File: config.mk
export PLATFORM = sky130hd
export DESIGN_NAME = poly_voice_allocator_flat
export DESIGN_NICKNAME = d
export VERILOG_FILES = /design/src/sv/pva_pkg.sv /design/src/sv/pva_in_if.sv /design/src/sv/pva_out_if.sv /design/src/sv/pva_store.sv /design/src/sv/poly_voice_allocator.sv /design/src/flat_wrapper.sv
export VERILOG_INCLUDE_DIRS = /design/src /design/src/sv
export SDC_FILE = /design/constraint.sdc
export NUM_CORES = 1
export LEC_CHECK = 0
export BUFFER_PORTS_ARGS = -buffer_cell sky130_fd_sc_hd__buf_2
export CAP_MARGIN = 15
export CORE_AREA = 3 3 188 190
export CTS_CLUSTER_SIZE = 12
export DETAILED_ROUTE_END_ITERATION = 12
export DIE_AREA = 0 0 191 193
export PLACE_DENSITY = 0.73
export SLEW_MARGIN = 25
export SYNTH_ARGS = -nofsm -noshare
export SYNTH_HDL_FRONTEND = slang
export SYNTH_SLANG_ARGS = --single-unit
File: constraint.sdc
create_clock -name clk_i -period 10.35 [get_ports clk_i]
set_clock_uncertainty 0.1 [all_clocks]
set_input_delay 1.035 -clock clk_i [delete_from_list [all_inputs] [get_ports clk_i]]
set_output_delay 1.035 -clock clk_i [all_outputs]
set_load 0.05 [all_outputs]
File: src/sv/poly_voice_allocator_defines.svh
// Assertion macros shared by the voice allocator RTL.
`ifndef POLY_VOICE_ALLOCATOR_DEFINES_SVH
`define POLY_VOICE_ALLOCATOR_DEFINES_SVH
`ifndef SYNTHESIS
`define PVA_ASSERT_IMP(lbl, ante, cons, msg) \
  lbl: assert property (@(posedge clk_i) disable iff (!rst_ni) (ante) |-> (cons)) else $error(msg);
`define PVA_ASSERT_NXT(lbl, ante, cons, msg) \
  lbl: assert property (@(posedge clk_i) disable iff (!rst_ni) (ante) |=> (cons)) else $error(msg);
`else
`define PVA_ASSERT_IMP(lbl, ante, cons, msg)
`define PVA_ASSERT_NXT(lbl, ante, cons, msg)
`endif
`endif

File: src/sv/pva_pkg.sv
// Shared constants, codes and types of the voice allocator.
package pva_pkg;

  localparam int MaxVoices     = 16;
  localparam int VoiceCountRst = 16;
  localparam int IdxW          = (MaxVoices > 1) ? $clog2(MaxVoices) : 1;
  localparam int CountW        = $clog2(MaxVoices + 1);
  localparam int ListAddrW     = IdxW + 1;
  localparam int VoiceW        = 4;
  localparam int NoteW         = 7;
  localparam int VelW          = 7;
  localparam int CfgW          = 5;
  localparam int CfgIdxW       = 1;
  localparam int PolicyW       = 2;

  localparam logic [CountW-1:0] FreeCountRst =
    CountW'((VoiceCountRst > MaxVoices) ? MaxVoices : VoiceCountRst);

  typedef enum logic [0:0] {
    ListActive = 1'b0,
    ListFree   = 1'b1
  } pva_list_e;

  typedef enum logic [0:0] {
    ModeOn  = 1'b0,
    ModeOff = 1'b1
  } pva_mode_e;

  typedef enum logic [CfgIdxW-1:0] {
    CfgVoiceCount  = 1'b0,
    CfgStealPolicy = 1'b1
  } pva_cfg_e;

  typedef enum logic [PolicyW-1:0] {
    PolicyNone   = 2'd0,
    PolicyOldest = 2'd1,
    PolicyLowest = 2'd2
  } pva_policy_e;

  typedef enum logic [2:0] {
    StIdle,
    StScan,
    StFetch,
    StShift,
    StTail
  } pva_state_e;

  // Access request from the sequencer to the list and note memories.
  typedef struct packed {
    logic                 list_re;
    logic [ListAddrW-1:0] list_raddr;
    logic                 list_we;
    logic [ListAddrW-1:0] list_waddr;
    logic [IdxW-1:0]      list_wdata;
    logic                 note_re;
    logic [IdxW-1:0]      note_raddr;
    logic                 note_we;
    logic [IdxW-1:0]      note_waddr;
    logic [NoteW-1:0]     note_wdata;
    logic                 clear;
  } pva_mem_req_t;

endpackage

File: src/sv/pva_in_if.sv
// Input event channel: note-on and note-off transactions.
interface pva_in_if;
  import pva_pkg::*;

  logic             valid;
  logic             ready;
  logic             mode;
  logic [NoteW-1:0] note;
  logic [VelW-1:0]  velocity;

  modport source (output valid, output mode, output note, output velocity, input ready);
  modport sink   (input valid, input mode, input note, input velocity, output ready);
endinterface

File: src/sv/pva_out_if.sv
// Output channel: voice start and release transactions.
interface pva_out_if;
  import pva_pkg::*;

  logic              valid;
  logic              ready;
  logic [VoiceW-1:0] voice;
  logic              gate;
  logic [NoteW-1:0]  note_out;
  logic [VelW-1:0]   velocity_out;

  modport source (output valid, output voice, output gate, output note_out,
                  output velocity_out, input ready);
  modport sink   (input valid, input voice, input gate, input note_out,
                  input velocity_out, output ready);
endinterface

File: src/sv/pva_store.sv
// List memory (active and free lists) and per-voice note memory.
`include "poly_voice_allocator_defines.svh"

module pva_store (
  input  logic                      clk_i,
  input  logic                      rst_ni,
  input  pva_pkg::pva_mem_req_t     req_i,
  output logic [pva_pkg::IdxW-1:0]  list_rdata_o,
  output logic [pva_pkg::NoteW-1:0] note_rdata_o
);
  import pva_pkg::*;

  logic [IdxW-1:0]      list_mem [2*MaxVoices];
  logic [NoteW-1:0]     note_mem [MaxVoices];
  logic [MaxVoices-1:0] free_vld_q;
  logic [MaxVoices-1:0] note_vld_q;

  logic [IdxW-1:0]  list_rdata_q;
  logic [IdxW-1:0]  list_rpos_q;
  logic             list_rinv_q;
  logic [NoteW-1:0] note_rdata_q;
  logic             note_rinv_q;

  logic wr_free;
  logic rd_free;

  assign wr_free = (pva_list_e'(req_i.list_waddr[ListAddrW-1]) == ListFree);
  assign rd_free = (pva_list_e'(req_i.list_raddr[ListAddrW-1]) == ListFree);

  // Free-list entries and notes read as their reset value until written.
  always_ff @(posedge clk_i or negedge rst_ni) begin
    if (!rst_ni) begin
      free_vld_q <= '0;
      note_vld_q <= '0;
    end else if (req_i.clear) begin
      free_vld_q <= '0;
      note_vld_q <= '0;
    end else begin
      if (req_i.list_we && wr_free) begin
        free_vld_q[req_i.list_waddr[IdxW-1:0]] <= 1'b1;
      end
      if (req_i.note_we) begin
        note_vld_q[req_i.note_waddr] <= 1'b1;
      end
    end
  end

  always_ff @(posedge clk_i) begin
    if (req_i.list_we) begin
      list_mem[req_i.list_waddr] <= req_i.list_wdata;
    end
    if (req_i.list_re) begin
      list_rdata_q <= list_mem[req_i.list_raddr];
      list_rpos_q  <= req_i.list_raddr[IdxW-1:0];
      list_rinv_q  <= rd_free && !free_vld_q[req_i.list_raddr[IdxW-1:0]];
    end
  end

  always_ff @(posedge clk_i) begin
    if (req_i.note_we) begin
      note_mem[req_i.note_waddr] <= req_i.note_wdata;
    end
    if (req_i.note_re) begin
      note_rdata_q <= note_mem[req_i.note_raddr];
      note_rinv_q  <= !note_vld_q[req_i.note_raddr];
    end
  end

  assign list_rdata_o = list_rinv_q ? list_rpos_q : list_rdata_q;
  assign note_rdata_o = note_rinv_q ? '0 : note_rdata_q;

  `PVA_ASSERT_IMP(a_list_no_rw_same, req_i.list_we && req_i.list_re, req_i.list_waddr != req_i.list_raddr, "list memory read and write hit the same entry")
  `PVA_ASSERT_IMP(a_note_no_rw_same, req_i.note_we && req_i.note_re, req_i.note_waddr != req_i.note_raddr, "note memory read and write hit the same entry")
  `PVA_ASSERT_IMP(a_list_waddr_known, req_i.list_we, !$isunknown(req_i.list_waddr), "list memory write address is unknown")

endmodule

File: src/sv/poly_voice_allocator.sv
// Polyphonic voice allocator top level: event sequencer over the list and note memories.
// Sequence: a note-on from the free list fetches the free head and shifts the free list; an
// oldest steal fetches the active head and shifts the active list; a lowest steal or note-off
// first walks the active list, then shifts the list one entry per cycle.
// Throughput: one event at a time; the next is accepted once the sequencer is back in idle.
// Reset: asynchronous, active low; 16 voices, no stealing, all voices free, notes cleared.
`include "poly_voice_allocator_defines.svh"

module poly_voice_allocator (
  input  logic                        clk_i,
  input  logic                        rst_ni,
  pva_in_if.sink                      in_ch,
  pva_out_if.source                   out_ch,
  input  logic                        cfg_we_i,
  input  logic [pva_pkg::CfgIdxW-1:0] cfg_idx_i,
  input  logic [pva_pkg::CfgW-1:0]    cfg_wdata_i
);
  import pva_pkg::*;

  // Control state
  pva_state_e           state_q, state_d;
  logic [CountW-1:0]    ac_q, ac_d;         // active list length
  logic [CountW-1:0]    fc_q, fc_d;         // free list length
  logic [PolicyW-1:0]   policy_q, policy_d;
  logic                 pend_q, pend_d;     // list read in flight during fetch/shift
  logic                 cap_v_q, cap_v_d;   // in-flight read returns the moved voice
  logic                 found_q, found_d;
  logic                 s1_vld_q, s1_vld_d; // scan: list read in flight
  logic                 s2_vld_q, s2_vld_d; // scan: note read in flight
  logic                 out_valid_q, out_valid_d;

  // Event payload and work registers
  pva_mode_e            mode_q, mode_d;
  logic [NoteW-1:0]     note_q, note_d;
  logic [VelW-1:0]      vel_q, vel_d;
  pva_list_e            src_q, src_d;       // list the voice is taken from
  logic [IdxW-1:0]      pos_q, pos_d;       // position removed from that list
  logic [CountW-1:0]    len_q, len_d;       // length of that list
  logic [IdxW-1:0]      tail_q, tail_d;     // write position on the target list
  logic [CountW-1:0]    k_q, k_d;           // read pointer of the walk
  logic [IdxW-1:0]      pend_pos_q, pend_pos_d;
  logic [IdxW-1:0]      v_q, v_d;
  logic [NoteW-1:0]     lowest_q, lowest_d;
  logic [IdxW-1:0]      best_q, best_d;
  logic [IdxW-1:0]      s1_pos_q, s1_pos_d;
  logic [IdxW-1:0]      s2_pos_q, s2_pos_d;
  logic [IdxW-1:0]      out_voice_q, out_voice_d;
  logic                 out_gate_q, out_gate_d;
  logic [NoteW-1:0]     out_note_q, out_note_d;
  logic [VelW-1:0]      out_vel_q, out_vel_d;

  pva_mem_req_t         req;
  logic [IdxW-1:0]      list_rdata;
  logic [NoteW-1:0]     note_rdata;

  logic                 in_acc;
  logic                 in_on;
  logic                 is_on;
  pva_list_e            dst_list;
  logic                 rd_issue;
  logic                 hit;
  logic                 tail_go;
  logic [CountW-1:0]    vc_sat;

  assign in_acc   = in_ch.valid && in_ch.ready;
  assign in_on    = (pva_mode_e'(in_ch.mode) == ModeOn);
  assign is_on    = (mode_q == ModeOn);
  assign dst_list = is_on ? ListActive : ListFree;
  assign tail_go  = !out_valid_q || out_ch.ready;
  assign vc_sat   = (int'(cfg_wdata_i) > MaxVoices) ? CountW'(MaxVoices) : CountW'(cfg_wdata_i);

  // Note-off takes the first match; lowest stealing keeps the first strict minimum.
  assign hit = is_on ? (note_rdata < lowest_q) : ((note_rdata == note_q) && !found_q);

  pva_store u_store (
    .clk_i        (clk_i),
    .rst_ni       (rst_ni),
    .req_i        (req),
    .list_rdata_o (list_rdata),
    .note_rdata_o (note_rdata)
  );

  always_ff @(posedge clk_i or negedge rst_ni) begin
    if (!rst_ni) begin
      state_q     <= StIdle;
      ac_q        <= '0;
      fc_q        <= FreeCountRst;
      policy_q    <= PolicyNone;
      pend_q      <= 1'b0;
      cap_v_q     <= 1'b0;
      found_q     <= 1'b0;
      s1_vld_q    <= 1'b0;
      s2_vld_q    <= 1'b0;
      out_valid_q <= 1'b0;
    end else begin
      state_q     <= state_d;
      ac_q        <= ac_d;
      fc_q        <= fc_d;
      policy_q    <= policy_d;
      pend_q      <= pend_d;
      cap_v_q     <= cap_v_d;
      found_q     <= found_d;
      s1_vld_q    <= s1_vld_d;
      s2_vld_q    <= s2_vld_d;
      out_valid_q <= out_valid_d;
    end
  end

  always_ff @(posedge clk_i) begin
    mode_q      <= mode_d;
    note_q      <= note_d;
    vel_q       <= vel_d;
    src_q       <= src_d;
    pos_q       <= pos_d;
    len_q       <= len_d;
    tail_q      <= tail_d;
    k_q         <= k_d;
    pend_pos_q  <= pend_pos_d;
    v_q         <= v_d;
    lowest_q    <= lowest_d;
    best_q      <= best_d;
    s1_pos_q    <= s1_pos_d;
    s2_pos_q    <= s2_pos_d;
    out_voice_q <= out_voice_d;
    out_gate_q  <= out_gate_d;
    out_note_q  <= out_note_d;
    out_vel_q   <= out_vel_d;
  end

  always_comb begin
    state_d     = state_q;
    ac_d        = ac_q;
    fc_d        = fc_q;
    policy_d    = policy_q;
    pend_d      = 1'b0;
    cap_v_d     = 1'b0;
    found_d     = found_q;
    s1_vld_d    = 1'b0;
    s2_vld_d    = 1'b0;
    out_valid_d = out_valid_q && !out_ch.ready;
    mode_d      = mode_q;
    note_d      = note_q;
    vel_d       = vel_q;
    src_d       = src_q;
    pos_d       = pos_q;
    len_d       = len_q;
    tail_d      = tail_q;
    k_d         = k_q;
    pend_pos_d  = pend_pos_q;
    v_d         = v_q;
    lowest_d    = lowest_q;
    best_d      = best_q;
    s1_pos_d    = s1_pos_q;
    s2_pos_d    = s2_pos_q;
    out_voice_d = out_voice_q;
    out_gate_d  = out_gate_q;
    out_note_d  = out_note_q;
    out_vel_d   = out_vel_q;
    req         = '0;
    rd_issue    = 1'b0;

    case (state_q)
      StIdle: begin
        if (in_acc) begin
          mode_d   = pva_mode_e'(in_ch.mode);
          note_d   = in_ch.note;
          vel_d    = in_ch.velocity;
          found_d  = 1'b0;
          lowest_d = in_ch.note;
          k_d      = '0;
          if (!in_on) begin
            state_d = StScan;
          end else if (fc_q != '0) begin
            // Take the free head and append it to the active tail.
            src_d   = ListFree;
            pos_d   = '0;
            len_d   = fc_q;
            tail_d  = IdxW'(ac_q);
            state_d = StFetch;
          end else begin
            case (pva_policy_e'(policy_q))
              PolicyNone: begin
                state_d = StIdle;
              end
              PolicyOldest: begin
                if (ac_q != '0) begin
                  // Rotate the oldest active voice to the tail.
                  src_d   = ListActive;
                  pos_d   = '0;
                  len_d   = ac_q;
                  tail_d  = IdxW'(ac_q - CountW'(1));
                  state_d = StFetch;
                end
              end
              PolicyLowest: begin
                state_d = StScan;
              end
              default: begin
                state_d = StIdle;
              end
            endcase
          end
        end
      end

      StScan: begin
        // Stage 0: read active entry; stage 1: read its note; stage 2: compare.
        rd_issue        = (k_q < ac_q);
        req.list_re     = rd_issue;
        req.list_raddr  = {ListActive, k_q[IdxW-1:0]};
        s1_vld_d        = rd_issue;
        s1_pos_d        = k_q[IdxW-1:0];
        if (rd_issue) begin
          k_d = CountW'(k_q + CountW'(1));
        end
        req.note_re     = s1_vld_q;
        req.note_raddr  = list_rdata;
        s2_vld_d        = s1_vld_q;
        s2_pos_d        = s1_pos_q;
        if (s2_vld_q && hit) begin
          found_d  = 1'b1;
          best_d   = s2_pos_q;
          lowest_d = note_rdata;
        end
        if (!rd_issue && !s1_vld_q && !s2_vld_q) begin
          if (found_q) begin
            src_d   = ListActive;
            pos_d   = best_q;
            len_d   = ac_q;
            tail_d  = is_on ? IdxW'(ac_q - CountW'(1)) : IdxW'(fc_q);
            state_d = StFetch;
          end else begin
            // Drop: nothing to steal or no voice holds the note.
            state_d = StIdle;
          end
        end
      end

      StFetch: begin
        req.list_re    = 1'b1;
        req.list_raddr = {src_q, pos_q};
        pend_d         = 1'b1;
        cap_v_d        = 1'b1;
        pend_pos_d     = pos_q;
        k_d            = CountW'(CountW'(pos_q) + CountW'(1));
        state_d        = StShift;
      end

      StShift: begin
        // Read entry k, write it one place down in the next cycle.
        rd_issue       = (k_q < len_q);
        req.list_re    = rd_issue;
        req.list_raddr = {src_q, k_q[IdxW-1:0]};
        pend_d         = rd_issue;
        pend_pos_d     = k_q[IdxW-1:0];
        if (rd_issue) begin
          k_d = CountW'(k_q + CountW'(1));
        end
        if (pend_q) begin
          if (cap_v_q) begin
            v_d = list_rdata;
          end else begin
            req.list_we    = 1'b1;
            req.list_waddr = {src_q, IdxW'(pend_pos_q - IdxW'(1))};
            req.list_wdata = list_rdata;
          end
        end
        if (!rd_issue && !pend_q) begin
          state_d = StTail;
        end
      end

      StTail: begin
        // Hold until the output register is free.
        if (tail_go) begin
          req.list_we    = 1'b1;
          req.list_waddr = {dst_list, tail_q};
          req.list_wdata = v_q;
          req.note_we    = is_on;
          req.note_waddr = v_q;
          req.note_wdata = note_q;
          if (src_q != dst_list) begin
            if (dst_list == ListActive) begin
              ac_d = CountW'(ac_q + CountW'(1));
              fc_d = CountW'(fc_q - CountW'(1));
            end else begin
              ac_d = CountW'(ac_q - CountW'(1));
              fc_d = CountW'(fc_q + CountW'(1));
            end
          end
          out_valid_d = 1'b1;
          out_voice_d = v_q;
          out_gate_d  = is_on;
          out_note_d  = note_q;
          out_vel_d   = is_on ? vel_q : '0;
          state_d     = StIdle;
        end
      end

      default: begin
        state_d = StIdle;
      end
    endcase

    // Writing the voice count resets the list lengths and memories to an all-free list.
    if (cfg_we_i) begin
      case (pva_cfg_e'(cfg_idx_i))
        CfgVoiceCount: begin
          ac_d      = '0;
          fc_d      = vc_sat;
          req.clear = 1'b1;
        end
        CfgStealPolicy: begin
          policy_d = cfg_wdata_i[PolicyW-1:0];
        end
        default: ;
      endcase
    end
  end

  assign in_ch.ready         = (state_q == StIdle);
  assign out_ch.valid        = out_valid_q;
  assign out_ch.voice        = VoiceW'(out_voice_q);
  assign out_ch.gate         = out_gate_q;
  assign out_ch.note_out     = out_note_q;
  assign out_ch.velocity_out = out_vel_q;

  `PVA_ASSERT_IMP(a_out_from_tail, $rose(out_valid_q), $past(state_q == StTail), "result appeared outside the tail step")
  `PVA_ASSERT_NXT(a_free_head_fetch, in_acc && in_on && (fc_q != '0), (state_q == StFetch) && (src_q == ListFree), "note-on with free voices did not fetch the free head")
  `PVA_ASSERT_NXT(a_off_scans, in_acc && !in_on, state_q == StScan, "note-off did not start an active list walk")

endmodule

File: src/flat_wrapper.sv
// flat-port wrapper written by rule: the top's interface ports become plain ports
module poly_voice_allocator_flat import pva_pkg::*;
  (clk_i, rst_ni, cfg_we_i, cfg_idx_i, cfg_wdata_i, in_ch_valid, in_ch_mode, in_ch_note, in_ch_velocity, in_ch_ready, out_ch_valid, out_ch_voice, out_ch_gate, out_ch_note_out, out_ch_velocity_out, out_ch_ready);
  pva_in_if in_ch_i ();
  pva_out_if out_ch_i ();
  input  logic clk_i;
  input  logic rst_ni;
  input  logic cfg_we_i;
  input  logic [pva_pkg::CfgIdxW-1:0] cfg_idx_i;
  input  logic [pva_pkg::CfgW-1:0] cfg_wdata_i;
  input wire logic [$bits(in_ch_i.valid)-1:0] in_ch_valid;
  input wire logic [$bits(in_ch_i.mode)-1:0] in_ch_mode;
  input wire logic [$bits(in_ch_i.note)-1:0] in_ch_note;
  input wire logic [$bits(in_ch_i.velocity)-1:0] in_ch_velocity;
  output wire logic [$bits(in_ch_i.ready)-1:0] in_ch_ready;
  output wire logic [$bits(out_ch_i.valid)-1:0] out_ch_valid;
  output wire logic [$bits(out_ch_i.voice)-1:0] out_ch_voice;
  output wire logic [$bits(out_ch_i.gate)-1:0] out_ch_gate;
  output wire logic [$bits(out_ch_i.note_out)-1:0] out_ch_note_out;
  output wire logic [$bits(out_ch_i.velocity_out)-1:0] out_ch_velocity_out;
  input wire logic [$bits(out_ch_i.ready)-1:0] out_ch_ready;
  assign in_ch_i.valid = in_ch_valid;
  assign in_ch_i.mode = in_ch_mode;
  assign in_ch_i.note = in_ch_note;
  assign in_ch_i.velocity = in_ch_velocity;
  assign in_ch_ready = in_ch_i.ready;
  assign out_ch_valid = out_ch_i.valid;
  assign out_ch_voice = out_ch_i.voice;
  assign out_ch_gate = out_ch_i.gate;
  assign out_ch_note_out = out_ch_i.note_out;
  assign out_ch_velocity_out = out_ch_i.velocity_out;
  assign out_ch_i.ready = out_ch_ready;
  poly_voice_allocator u_core (.clk_i(clk_i), .rst_ni(rst_ni), .in_ch(in_ch_i), .out_ch(out_ch_i), .cfg_we_i(cfg_we_i), .cfg_idx_i(cfg_idx_i), .cfg_wdata_i(cfg_wdata_i));
endmodule
==> results of run 1 <==
## worst register-to-register path: cells and delay by family (launching register included)
family,cells,cell delay (ns)
buffers and inverters,1,0.65
AND/OR/NAND/NOR,3,1.33
flip-flops,1,1.03
AO/OA/AOI/OAI,2,0.25
multiplexers,1,0.51
## cells in the mapped netlist, types with 7 or more instances
cell	n
nand2b_1	17
xor2_1	8
mux2_2	15
nand3_1	18
and2_1	9
a21oi_1	50
nand3b_1	10
xnor2_1	8
mux4_1	11
and3_1	8
clkbuf_1	25
o21a_1	33
edfxtp_1	337
o21ai_0	64
nand2_1	111
ha_1	21
mux4_2	7
inv_1	36
nor3_1	11
dfrtp_1	52
buf_2	14
nor2_1	86
a22oi_1	19
nor2b_1	16
o22ai_1	20
a31oi_1	7
mux2i_1	64
## cell families after synthesis
logic type | Yosys count | synth area share [%]
xor+xnor | 16 | 0.829
fa+ha+maj | 22 | 1.67
buf+inv | 92 | 2.80
flops | 390 | 67.7
mux | 99 | 7.64
compound gates | 266 | 10.5
simple gates | 312 | 8.89
## final timing paths
| check | end | slack, ns |
|---|---|---|
| setup reg to reg | u_core.u_store.note_rinv_q | 6.31 |
| min in group asynchronous | u_core.policy_q[0] | 0.55 |
| hold / removal | u_core.best_q[2] | 0.31 |
| max in group asynchronous | u_core.u_store.free_vld_q[5] | 9.11 |
| setup / recovery | u_core.u_store.note_rinv_q | 6.31 |
| hold reg to reg | u_core.best_q[2] | 0.31 |
## metal layers
metal | vias to the layer above | wire length, um | GRT usage [%]
li1 | 4667 | - | -
met1 | 5118 | 15700 | 27.9
met4 | 0 | 730 | 5.11
met2 | 461 | 17900 | 33.9
met3 | 62 | 2780 | 3.38
met5 | - | 0 | 0
## power by group through the flow
stage          Clock [W]  Sequential, W  Combinational [W]
6_report         0.00133        0.00212            0.00173
5_1_grt          0.00142        0.00213            0.00187
4_1_cts          0.00135        0.00212            0.00172
3_5_place_dp           0        0.00214            0.00170
3_3_place_gp           0        0.00214            0.00165
2_1_floorplan          0        0.00208            0.00133
## final cells by class
type                    count  area (um^2)
multi-input cells         715         5040
clock buffers              62         1090
inverters                  39          148
well taps                 448          561
flip-flops and latches    390        11400
clock inverters            10          103
fillers                  2611        14900
repair buffers             60          335
## metrics by stage
step / total power [W] / hold slack (ns) / instance area [um^2] / std cells
after floorplan: 0.00341 / 0.300 / 16900 / 1197
after global placement: 0.00379 / 0.303 / 17500 / 1652
after detailed placement: 0.00384 / 0.305 / 17500 / 1652
after CTS: 0.00518 / 0.319 / 18700 / 1724
after global routing: 0.00543 / 0.332 / 18700 / 1724
final: 0.00518 / 0.313 / 18700 / 1724
## flip-flops by register name, indices dropped and copies added (netlist names), 5 cells and up
name and count:
u_core.u_store.list_mem 128, u_core.u_store.note_mem 112, u_core.u_store.free_vld_q 16, u_core.u_store.note_vld_q 16, u_core.lowest_q 7, u_core.note_q 7
u_core.out_ch.note_out 7, u_core.out_ch.velocity_out 7, u_core.u_store.note_rdata_q 7, u_core.vel_q 7, u_core.ac_q 5, u_core.fc_q 5
u_core.k_q 5, u_core.len_q 5
==> impl_metrics.yaml, run 1 <==
synthesis:
  synthFlopType: "edfxtp_1"
  synth.distinct_cells: 81
  yosysTopAreaCell: "edfxtp_1"
  syn-cell-area_um2: 16900
  yosys_warnings: 0
  syn_avg_cell_area_um2: 14.1
  ys_seq_area_share_pct: 67.7
  yosysTopAreaCellShare_pct: 59.8
  syn_nets: 1245
  synth_seq_cells: 390
  yosys-top-cells-area: "edfxtp_1 (60%), dfrtp_1 (7.7%), mux2i_1 (3.8%), nand2_1 (2.5%), nor2_1 (1.9%)"
  syn_inst: 1197
  synth_edf_count: 337
  ys_async_sr_fraction_pct: 13.6
setup_path:
  path_max_fanout: 43
  max_stage_delay_ns: 1.03
  critical_path_required_ns: 10.61
  reg2regPathDepth: 7
  critical_path.top_delay_family: "simple AND/OR/NAND/NOR gates"
  cp.arrival_ns: 4.30
  crit_chain: "or3b_1, inv_2, nand2_1, mux2_2, o21ai_0, nand3_1, o21ai_1"
  cp_slowest_cell: "dfrtp_1"
  cp.depth: 7
  r2r_start: "u_core.state_q[0]"
  cp-startpoint: "u_core.state_q[0]"
  cp-start-kind: "flop"
  crit_path_end_kind: "flop"
  path_class: "flop to flop"
  crit_buf_inv: 1
timing:
  setup-tns-final_ns: 0
  finalSetupViolations: 0
  finalHoldViolations: 0
  worst_slack_ns: 6.31
  fin_crit_sh_pct: 39.0
  worstMarginPinSlew_ns: 1.05
  period_needed_ns: 4.04
  slew_headroom_pct: 29.9
  rsz0062_at_grt: "false"
  slew_violations: 0
  max_freq_mhz: 248
power_and_ir_drop:
  power_frac_comb_pct: 33.4
  pwr_density_cell_nw_per_um2: 276
  peakVddDrop_uv: 181
  pwr-share-clk_pct: 25.7
  power_leakage_nw: 6.74
  power.switching_w: 0.00183
  intPower_w: 0.00335
  seqPwrFrac_pct: 40.9
  switching_share_pct: 35.3
cells_and_area:
  drive_gt1_share_pct: 12.7
  insertedDiodeCount: 0
  utilization_pct: 55.7
  area_growth_pct: 10.8
  final_common_cell: "edfxtp_1"
  fin_nets: 1294
  final_cell_mix: "edfxtp_1 (337), nand2_1 (111), nor2_1 (86), mux2i_1 (64), o21ai_0 (62)"
drt:
  drtPass1Iterations: 5
  drc: 0
  vias: 10300
  drt-initial-drc-count: 932
  viasPerCell: 5.98
  postRouteAntennaNets: 0
  wl_per_cell_um: 21.5
  drt-total-wl_um: 37100
clock_tree:
  cts.sinks: 390
  clockRootBuffer: "clkbuf_16"
  cts-resized-gates: 0
  post_cts_buffers: 0
  clockBufferDepth: 3
  insertion_delay_ns: 0.54
  path_clk_slew_ns: 0.06
  htree_levels: 2
  cts_buffers: 40
  hold_buffers: 0
  cts_tree: "yes"
floorplanning:
  row_count: 67
  pin_count: 47
  die_area_um2: 36900
  core_area_um2: 33600
  fp.dieW_um: 191
  start_util_pct: 50.3
  die_h_um: 193
grt:
  antenna_found_initial: 0
  grt_start_max_net_pins: 58
  grt_first_pass_wirelength_um: 58200
  grt_usage_pct: 20.2
  grt_pass1_vias: 10300
  grt.overflow.total: 0
placed_design:
  dp_slack_ns: 6.40
  io_buffer_count: 46
  dp_hpwl_um: 24300
  gp_congestion: 0.878
min_path:
  hold_path.class: "flop to flop"
  hold_depth: 0
  hold_path_startpoint: "u_core.s2_pos_q[2]"
run:
  cap_violations: 0
run_status:
  status: "complete, no violations"
Note: power is estimated with default switching activity, not from simulation.
==> run 2: changes to the inputs <==
clock period = 3.95 ns   (was 10.35 ns; I/O delays follow)
==> run 2 against run 1 <==
Net effect:
- first-iteration DRC count rose by 9.3%
- count of clock-buffer cells in the layout fell by 1
- combinational power rose to 2.7 times the previous value
- critical path depth did not move
- final area rose by 1.4%
- highest routed layer unchanged
==> impl_metrics.yaml, run 2 (same netlist as run 1, synthesis figures left out) <==
setup_path:
  critical_path_required_ns: 4.23
  max_stage_delay_ns: 0.78
  reg2regPathDepth: 7
  crit_end: "u_core.u_store.note_rinv_q"
  cp.depth: 7
  path_class: "flop to flop"
  critical_path.top_delay_family: "simple AND/OR/NAND/NOR gates"
  crit_buf_inv: 1
  r2r-end: "u_core.u_store.note_rinv_q"
  cp-startpoint: "u_core.state_q[0]"
  path_max_fanout: 24
  r2r_setup_slack_ns: 0.62
  cp.arrival_ns: 3.61
  cp_slowest_cell: "dfrtp_1"
  r2r_start: "u_core.state_q[0]"
  cp-start-kind: "flop"
  crit_chain: "or3b_1, inv_2, nand2_1, mux2_2, o21ai_0, nand3_1, o21ai_1"
  crit_path_end_kind: "flop"
timing:
  fin_hold_ws_ns: 0.0205
  finalHoldViolations: 0
  worstMarginPinSlew_ns: 1.09
  slew_headroom_pct: 27.3
  period_needed_ns: 3.33
  max_freq_mhz: 300
  setup-tns-final_ns: 0
  finalSetupViolations: 0
  fin_crit_sh_pct: 84.4
  slew_violations: 0
  rsz0062_at_grt: "false"
clock_tree:
  htree_levels: 2
  insertion_delay_ns: 0.53
  path_clk_slew_ns: 0.06
  cts-resized-gates: 0
  clockRootBuffer: "clkbuf_16"
  cts_tree: "yes"
  cts.sinks: 390
  cts_buffers: 40
  clockBufferDepth: 3
drt:
  drtPass1Iterations: 7
  vias: 10400
  drc: 0
  drt-initial-drc-count: 1019
  drt-total-wl_um: 37300
  viasPerCell: 5.92
  postRouteAntennaNets: 0
  wl_per_cell_um: 21.3
placed_design:
  io_buffer_count: 46
  dp_hpwl_um: 24600
  place_inst: 1668
  gp_congestion: 0.869
floorplanning:
  fp.dieW_um: 191
  die_h_um: 193
  pin_count: 47
  core_area_um2: 33600
  start_util_pct: 50.3
  row_count: 67
  die_area_um2: 36900
cells_and_area:
  fin_cells: 1754
  final_common_cell: "edfxtp_1"
  largest_register_ffs: 128
  area_growth_pct: 12.3
  insertedDiodeCount: 0
  reg_top3: "u_core.u_store.list_mem: 128 flops, u_core.u_store.note_mem: 112 flops"
  top_register: "u_core.u_store.list_mem"
  fin_nets: 1326
  final_cell_mix: "edfxtp_1 (337), nand2_1 (111), nor2_1 (86), mux2i_1 (64), o21ai_0 (62)"
  drive_gt1_share_pct: 13.5
grt:
  grt.overflow.total: 0
  antenna_found_initial: 0
  grt_pass1_vias: 10400
  grt_start_max_net_pins: 43
  grt_first_pass_wirelength_um: 58000
  grt_usage_pct: 20.3
power_and_ir_drop:
  peakVddDrop_uv: 343
  p_total_w: 0.0136
  power_leakage_nw: 6.89
  pwr_density_cell_nw_per_um2: 714
run:
  cap_violations: 0
min_path:
  hold_path_startpoint: "cfg_wdata_i[0]"
  hold_path.class: "input port to flop"
run_status:
  status: "complete, no violations"
==> run 2: changes by cell type in the layout (fill, tap and decap cells not counted), sizes merged <==
cell         change
clkbuf           -1
dlygate4sd3     +16
inv              -1
buf             +16
==> run 2: layout make-up <==
cell class / count / area, um^2
well taps: 448 / 561
fillers: 2579 / 14600
clock buffers: 61 / 1100
multi-input cells: 715 / 5030
inverters: 39 / 148
repair buffers: 92 / 628
clock inverters: 9 / 81.3
flip-flops and latches: 390 / 11400
==> run 2: stage by stage <==
step	instance area, um^2	utilization [%]	setup slack, ns
floorplan	16900	-	0.499
global placement	17600	52.5	0.787
detailed placement	17600	52.5	0.653
CTS	19000	56.5	0.656
global route	19000	56.5	0.296
finish	19000	56.5	0.618
==> run 2: per-layer routing <==
layer | GRT usage (%) | share of wire, % | vias to the layer above | wire, um
met2 | 34.0 | 48 | 477 | 17800
met1 | 27.1 | 42 | 5120 | 15500
met4 | 7.11 | 3.0 | 0 | 1110
met3 | 3.40 | 7.7 | 79 | 2870
met5 | 0 | 0 | - | 0
li1 | - | - | 4714 | -
==> run 2: what timing repair did <==
item / CTS / global route
endpoints found under the hold margin: 33 / 0
hold buffers: 16 / 0
buffers inserted: 0 / 0
==> run 2: worst min-delay path by stage <==
stage | cells past startpoint | to
floorplan | 0 | u_core.ac_q[0]
global placement | 1 | u_core.policy_q[0]
detailed placement | 1 | u_core.policy_q[0]
CTS | 2 | u_core.policy_q[0]
global route | 2 | u_core.policy_q[1]
finish | 2 | u_core.policy_q[0]
==> run 2: report_power, final <==
part / total [W] / internal [W] / leakage (nW) / switching (W)
logic: 0.00459 / 0.00170 / 2.57 / 0.00289
clock network: 0.00346 / 0.00198 / 0.572 / 0.00148
registers: 0.00551 / 0.00518 / 3.74 / 0.000333
total: 0.0136 / 0.00886 / 6.89 / 0.00471
